$ cat src/rtl/core/se2_pkg.sv
package se2_pkg;

  // default CORDIC depth
  localparam int CORDIC_ITER_DEF = 24;

  // angle constants, Q4.28, sized for the wrap arithmetic
  localparam logic signed [34:0] PI_Q      = 35'sd843314857;
  localparam logic signed [34:0] TWO_PI_Q  = 35'sd1686629713;
  localparam logic signed [34:0] HALF_PI_Q = 35'sd421657428;

  // Q2.30 one and CORDIC start vector
  localparam logic signed [34:0] ONE_Q30  = 35'sd1073741824;
  localparam logic signed [33:0] GAIN_Q30 = 34'sd652032874;

  // increment clamp, Q16.16
  localparam logic [69:0] INC_LIMIT = 70'd4294967296;

  // threshold reset value
  localparam logic [15:0] THR_RESET = 16'd1;

  // one queued twist, already classified
  typedef struct packed {
    logic               restart;
    logic               is_small;
    logic signed [31:0] omega;
    logic signed [31:0] vel_x;
    logic signed [31:0] vel_y;
  } se2_item_t;

  // back-end sequencer
  typedef enum logic [2:0] {
    B_IDLE,
    B_CORD,
    B_NUM,
    B_DIV,
    B_ROT,
    B_OUT
  } se2_bstate_t;

  // wrap an angle into [-pi, pi)
  function automatic logic signed [34:0] wrap_angle(input logic signed [34:0] a);
    logic signed [34:0] v;
    v = a;
    for (int k = 0; k < 4; k++) begin
      if (v >= PI_Q) v = v - TWO_PI_Q;
    end
    for (int k = 0; k < 4; k++) begin
      if (v < -PI_Q) v = v + TWO_PI_Q;
    end
    return v;
  endfunction

  // atan(2^-i), Q2.30
  function automatic logic [29:0] atan_q30(input logic [4:0] i);
    logic [29:0] r;
    unique case (i)
      5'd0:  r = 30'd843314857;
      5'd1:  r = 30'd497837829;
      5'd2:  r = 30'd263043837;
      5'd3:  r = 30'd133525159;
      5'd4:  r = 30'd67021687;
      5'd5:  r = 30'd33543516;
      5'd6:  r = 30'd16775851;
      5'd7:  r = 30'd8388437;
      5'd8:  r = 30'd4194283;
      5'd9:  r = 30'd2097149;
      5'd10: r = 30'd1048576;
      5'd11: r = 30'd524288;
      5'd12: r = 30'd262144;
      5'd13: r = 30'd131072;
      5'd14: r = 30'd65536;
      5'd15: r = 30'd32768;
      5'd16: r = 30'd16384;
      5'd17: r = 30'd8192;
      5'd18: r = 30'd4096;
      5'd19: r = 30'd2048;
      5'd20: r = 30'd1024;
      5'd21: r = 30'd512;
      5'd22: r = 30'd256;
      5'd23: r = 30'd128;
      5'd24: r = 30'd64;
      5'd25: r = 30'd32;
      5'd26: r = 30'd16;
      5'd27: r = 30'd8;
      5'd28: r = 30'd4;
      5'd29: r = 30'd2;
      5'd30: r = 30'd1;
      default: r = 30'd0;
    endcase
    return r;
  endfunction

endpackage

$ cat src/rtl/core/se2_front.sv
module se2_front (
  input  logic                clk,
  input  logic                rst_n,
  input  logic                cfg_we,
  input  logic [15:0]         cfg_data,
  input  logic                push,
  output logic                full,
  input  logic                restart,
  input  logic signed [31:0]  omega,
  input  logic signed [31:0]  vel_x,
  input  logic signed [31:0]  vel_y,
  output logic                q_valid,
  output se2_pkg::se2_item_t  q_item,
  input  logic                q_pop
);
  import se2_pkg::*;

  logic [15:0] thr_r;
  se2_item_t   fifo_r [2];
  logic        wp_r, rp_r;
  logic [1:0]  cnt_r;

  logic [32:0] aw;
  se2_item_t   cls;
  logic        do_push;

  // threshold register
  always_ff @(posedge clk) begin
    if (!rst_n)      thr_r <= THR_RESET;
    else if (cfg_we) thr_r <= cfg_data;
  end

  // classify: small or zero rotation is a pure translation
  always_comb begin
    aw           = omega[31] ? 33'(-$signed(33'(omega))) : 33'(omega);
    cls.restart  = restart;
    cls.is_small = (omega == 0) || (aw < 33'(thr_r));
    cls.omega    = omega;
    cls.vel_x    = vel_x;
    cls.vel_y    = vel_y;
  end

  assign full    = cnt_r == 2'd2;
  assign do_push = push && !full;
  assign q_valid = cnt_r != 2'd0;
  assign q_item  = fifo_r[rp_r];

  // two-entry queue to the back end
  always_ff @(posedge clk) begin
    if (!rst_n) begin
      wp_r  <= 1'b0;
      rp_r  <= 1'b0;
      cnt_r <= '0;
    end else begin
      if (do_push) wp_r <= ~wp_r;
      if (q_pop)   rp_r <= ~rp_r;
      cnt_r <= cnt_r + 2'(do_push) - 2'(q_pop);
    end
  end

  always_ff @(posedge clk) begin
    if (do_push) fifo_r[wp_r] <= cls;
  end

endmodule

$ cat config.mk
export PLATFORM = sky130hd
export DESIGN_NAME = se2_front
export DESIGN_NICKNAME = d
export VERILOG_FILES = /design/src/rtl/core/se2_pkg.sv /design/src/rtl/core/se2_front.sv
export SDC_FILE = /design/constraint.sdc
export NUM_CORES = 1
export LEC_CHECK = 0
export ABC_AREA = 1
export BUFFER_PORTS_ARGS = -buffer_cell sky130_fd_sc_hd__buf_4
export CAP_MARGIN = 5
export CORE_MARGIN = 1.5
export CORE_UTILIZATION = 40
export DETAILED_ROUTE_END_ITERATION = 10
export GPL_TIMING_DRIVEN = 0
export PLACE_DENSITY = 0.65
export SKIP_CTS_REPAIR_TIMING = 1
export SLEW_MARGIN = 20
export SYNTH_ARGS = -nofsm -noshare
export SYNTH_HDL_FRONTEND = slang
export SYNTH_SLANG_ARGS = --single-unit
$ cat constraint.sdc
create_clock -name clk -period 5.6 [get_ports clk]
set_clock_uncertainty 0.1 [all_clocks]
set_input_delay 1.12 -clock clk [delete_from_list [all_inputs] [get_ports clk]]
set_output_delay 1.12 -clock clk [all_outputs]
set_load 0.02 [all_outputs]
==> run_results.csv <==
group,metric,value,unit
routing,wl_per_cell,16.0,um
global_routing,antenna_found_initial,0,
placement,dp_cells,1238,
floorplan,fp-row-count,55,
critical_path,crit_arrival,2400,ps
floorplan,die_h,156,um
routing,routed_wl,20500,um
routing,drc,0,
finish,antennaDiodeCount,0,
global_routing,grt_use_met2,29.1,%
timing,slew_viol_final,0,
critical_path,path_class,"reg -> out",
clocking,h-tree-depth,1,
placement,port_buffers,216,
floorplan,start_util,41.1,%
global_routing,grt_pass1_wl,31700,um
yosys,synthSimpleGateAreaFrac,11.0,%
routing,drt_iter0_markers,385,
finish,final_cells,1282,
critical_path,crit_required,4380,ps
timing,fin_setup_tns,0,ps
clocking,clockBufferDepth,3,
finish,multiInputGateArea,0.00278,mm2
routing,firstDrtPassIters,4,
yosys,postSynthCellCount,700,
yosys,ys_async_sr_fraction,0,%
run_status,status,"completed",
routing,via_per_inst,4.70,
yosys,synth_nets,836,
placement,place_congestion,0.871,
timing,max_clock_freq,0.276,GHz
yosys,syn-cell-area,0.00939,mm2
timing,report.final.hold_viol_count,0,
pwr,irDropWorstVdd,0.187,mV
finish,fin_nets,1088,
yosys,synth_top_family_by_area,"multiplexers",
finish,fin_area,0.0124,mm2
worst_hold_path,hold_path.class,"reg -> reg",
floorplan,io_pins,218,
timing,rsz0062_at_grt,"false",
pwr,power.density,348,mW/mm2
clocking,cts-root-buf,"clkbuf_16",
critical_path,cp-start-kind,"flop",
global_routing,grt_pass1_vias,6016,
timing,fin_ws,1980,ps
yosys,yosys_warnings,0,
global_routing,grtUsageMet1,21.2,%
timing,worstMarginPinSlew,855,ps
clocking,clock_sinks,217,
yosys,synthAdderAreaFrac,2.40,%
critical_path,r2r_start,"cnt_r[0]",
pwr,p_leak,4.96,nW
global_routing,grt_use_met3,3.07,%
timing,whs,364,ps
critical_path,worstSetupEndpointType,"output pin",
timing,relSlewSlack,42.4,%
clocking,clk_latency,490,ps
routing,drtAntennaViolNets,0,
yosys,avgSynthCellArea,13.4,um2
global_routing,grt_max_degree,26,
yosys,synth-xor-area-share,1.40,%
yosys,synth-compound-area-share,2.90,%
yosys,synth_mux_area_share,11.7,%
finish,regArea,0.00631,mm2
timing,setup_viol,0,
yosys,yosys.cell_types.count,32,
finish,final_core_util,54.4,%
floorplan,die_w,156,um
finish,area_growth,32.3,%
critical_path,critPathMaxFanout,10,
yosys,synth-seq-cells,217,
placement,dpl_worst_slack,1800,ps
yosys,ys.flop_type,"edfxtp_1",
timing,period_share,64.7,%
global_routing,gr-total-overflow,0,
floorplan,die-area,0.0244,mm2
floorplan,core_area,0.0228,mm2
worst_hold_path,hp-start,"thr_r[13]",
yosys,yosysSeqAreaShare,67.1,%
yosys,synth_edf_count,196,
clocking,cts_tree,"yes",
flow_run,maxCapViolations,0,
placement,dpl_cell_area,0.0116,mm2
global_routing,grt_usage,16.6,%
routing,via_count,6023,
finish,drive_gt1_share,40.9,%
pwr,total_power,4.33,mW
global_routing,busiest_layer,"met2",
clocking,clkTransAtPathRegs,50,ps
placement,post-dp-hpwl,15100,um
timing,period_needed,3620,ps
finish,fill_cells,1980,
clocking,numCtsBuffers,25,
[area by class of cell]
class	count	area share (%)
Buffer	20	0.906
Clock buffer	30	5.19
Clock inverter	14	1.14
Inverter	55	1.66
Multi-Input combinational cell	408	22.4
Sequential cell	217	50.8
Tap cell	313	3.15
Timing Repair Buffer	225	14.8
[routing by layer]
metal	vias to the layer above	wire [um]
met3	27	1150
li1	2987	-
met2	163	10200
met4	0	323
met5	-	0
met1	2846	8790
[logic make-up (layout without fill, tap and decap cells)]
logic type	Yosys count	after routing
muxes	98	98
and+or+nand+nor	223	223
AOI/OAI and AO/OA	54	54
adders and majority gates	18	18
xor gates and xnor gates	15	15
DFF	217	217
buffers and inverters	75	344
[state kept, by name, indices dropped and copies added (netlist names), named ones only]
signal,cells
fifo_r,196
thr_r,16
cnt_r,2
rp_r,1
wp_r,1
[cell usage after synthesis (5+ instances only)]
| master | count | area share [%] |
|---|---|---|
| nand3_1 | 24 | 1.3 |
| edfxtp_1 | 196 | 63 |
| a21oi_1 | 26 | 1.4 |
| nand4_1 | 6 | 0.40 |
| o21ai_0 | 25 | 1.3 |
| mux2_2 | 98 | 12 |
| nand2_1 | 104 | 4.2 |
| ha_1 | 18 | 2.4 |
| buf_2 | 10 | 0.53 |
| nor2_4 | 5 | 0.60 |
| nor2_1 | 55 | 2.2 |
| clkbuf_1 | 7 | 0.28 |
| nand2_2 | 8 | 0.53 |
| dfxtp_1 | 21 | 4.5 |
| xor2_1 | 11 | 1.0 |
| inv_1 | 54 | 2.2 |
[power breakdown]
group | switching, mW | internal, mW
registers | 0.0322 | 1.95
clock network | 0.590 | 0.951
logic | 0.445 | 0.359
total | 1.07 | 3.26
[path summary, 6_finish.rpt]
check,endpoint,slack (ps),cells after the start
max,q_item[87],1980,5
min,thr_r[13],360,2
max reg2reg,fifo_r[0][17],3380,4
min reg2reg,thr_r[13],360,2
[cell usage in the layout, fill, tap and decap left out, types with 2 or more instances in the layout]
master,instances
clkbuf_1,12
nor2_1,53
nand2_1,104
nand4_1,6
mux2_2,98
nand2_2,8
buf_12,4
o21ai_0,25
nand3_1,24
xnor2_1,4
buf_6,2
buf_16,5
buf_2,10
inv_1,54
ha_1,18
bufinv_16,3
xor2_1,11
dfxtp_1,21
nand3_2,4
clkinv_1,9
edfxtp_1,196
buf_4,216
nor2_2,4
nand2_4,3
o21ai_1,2
clkbuf_16,25
nor3_1,4
a21oi_1,26
nor2_4,7
[critical path: stages (launching register included)]
cell,delay [ps]
dfxtp_1,300
clkbuf_1,390
buf_2,350
buf_2,320
mux2_2,380
buf_4,160
(Power assumes the default switching activity.)
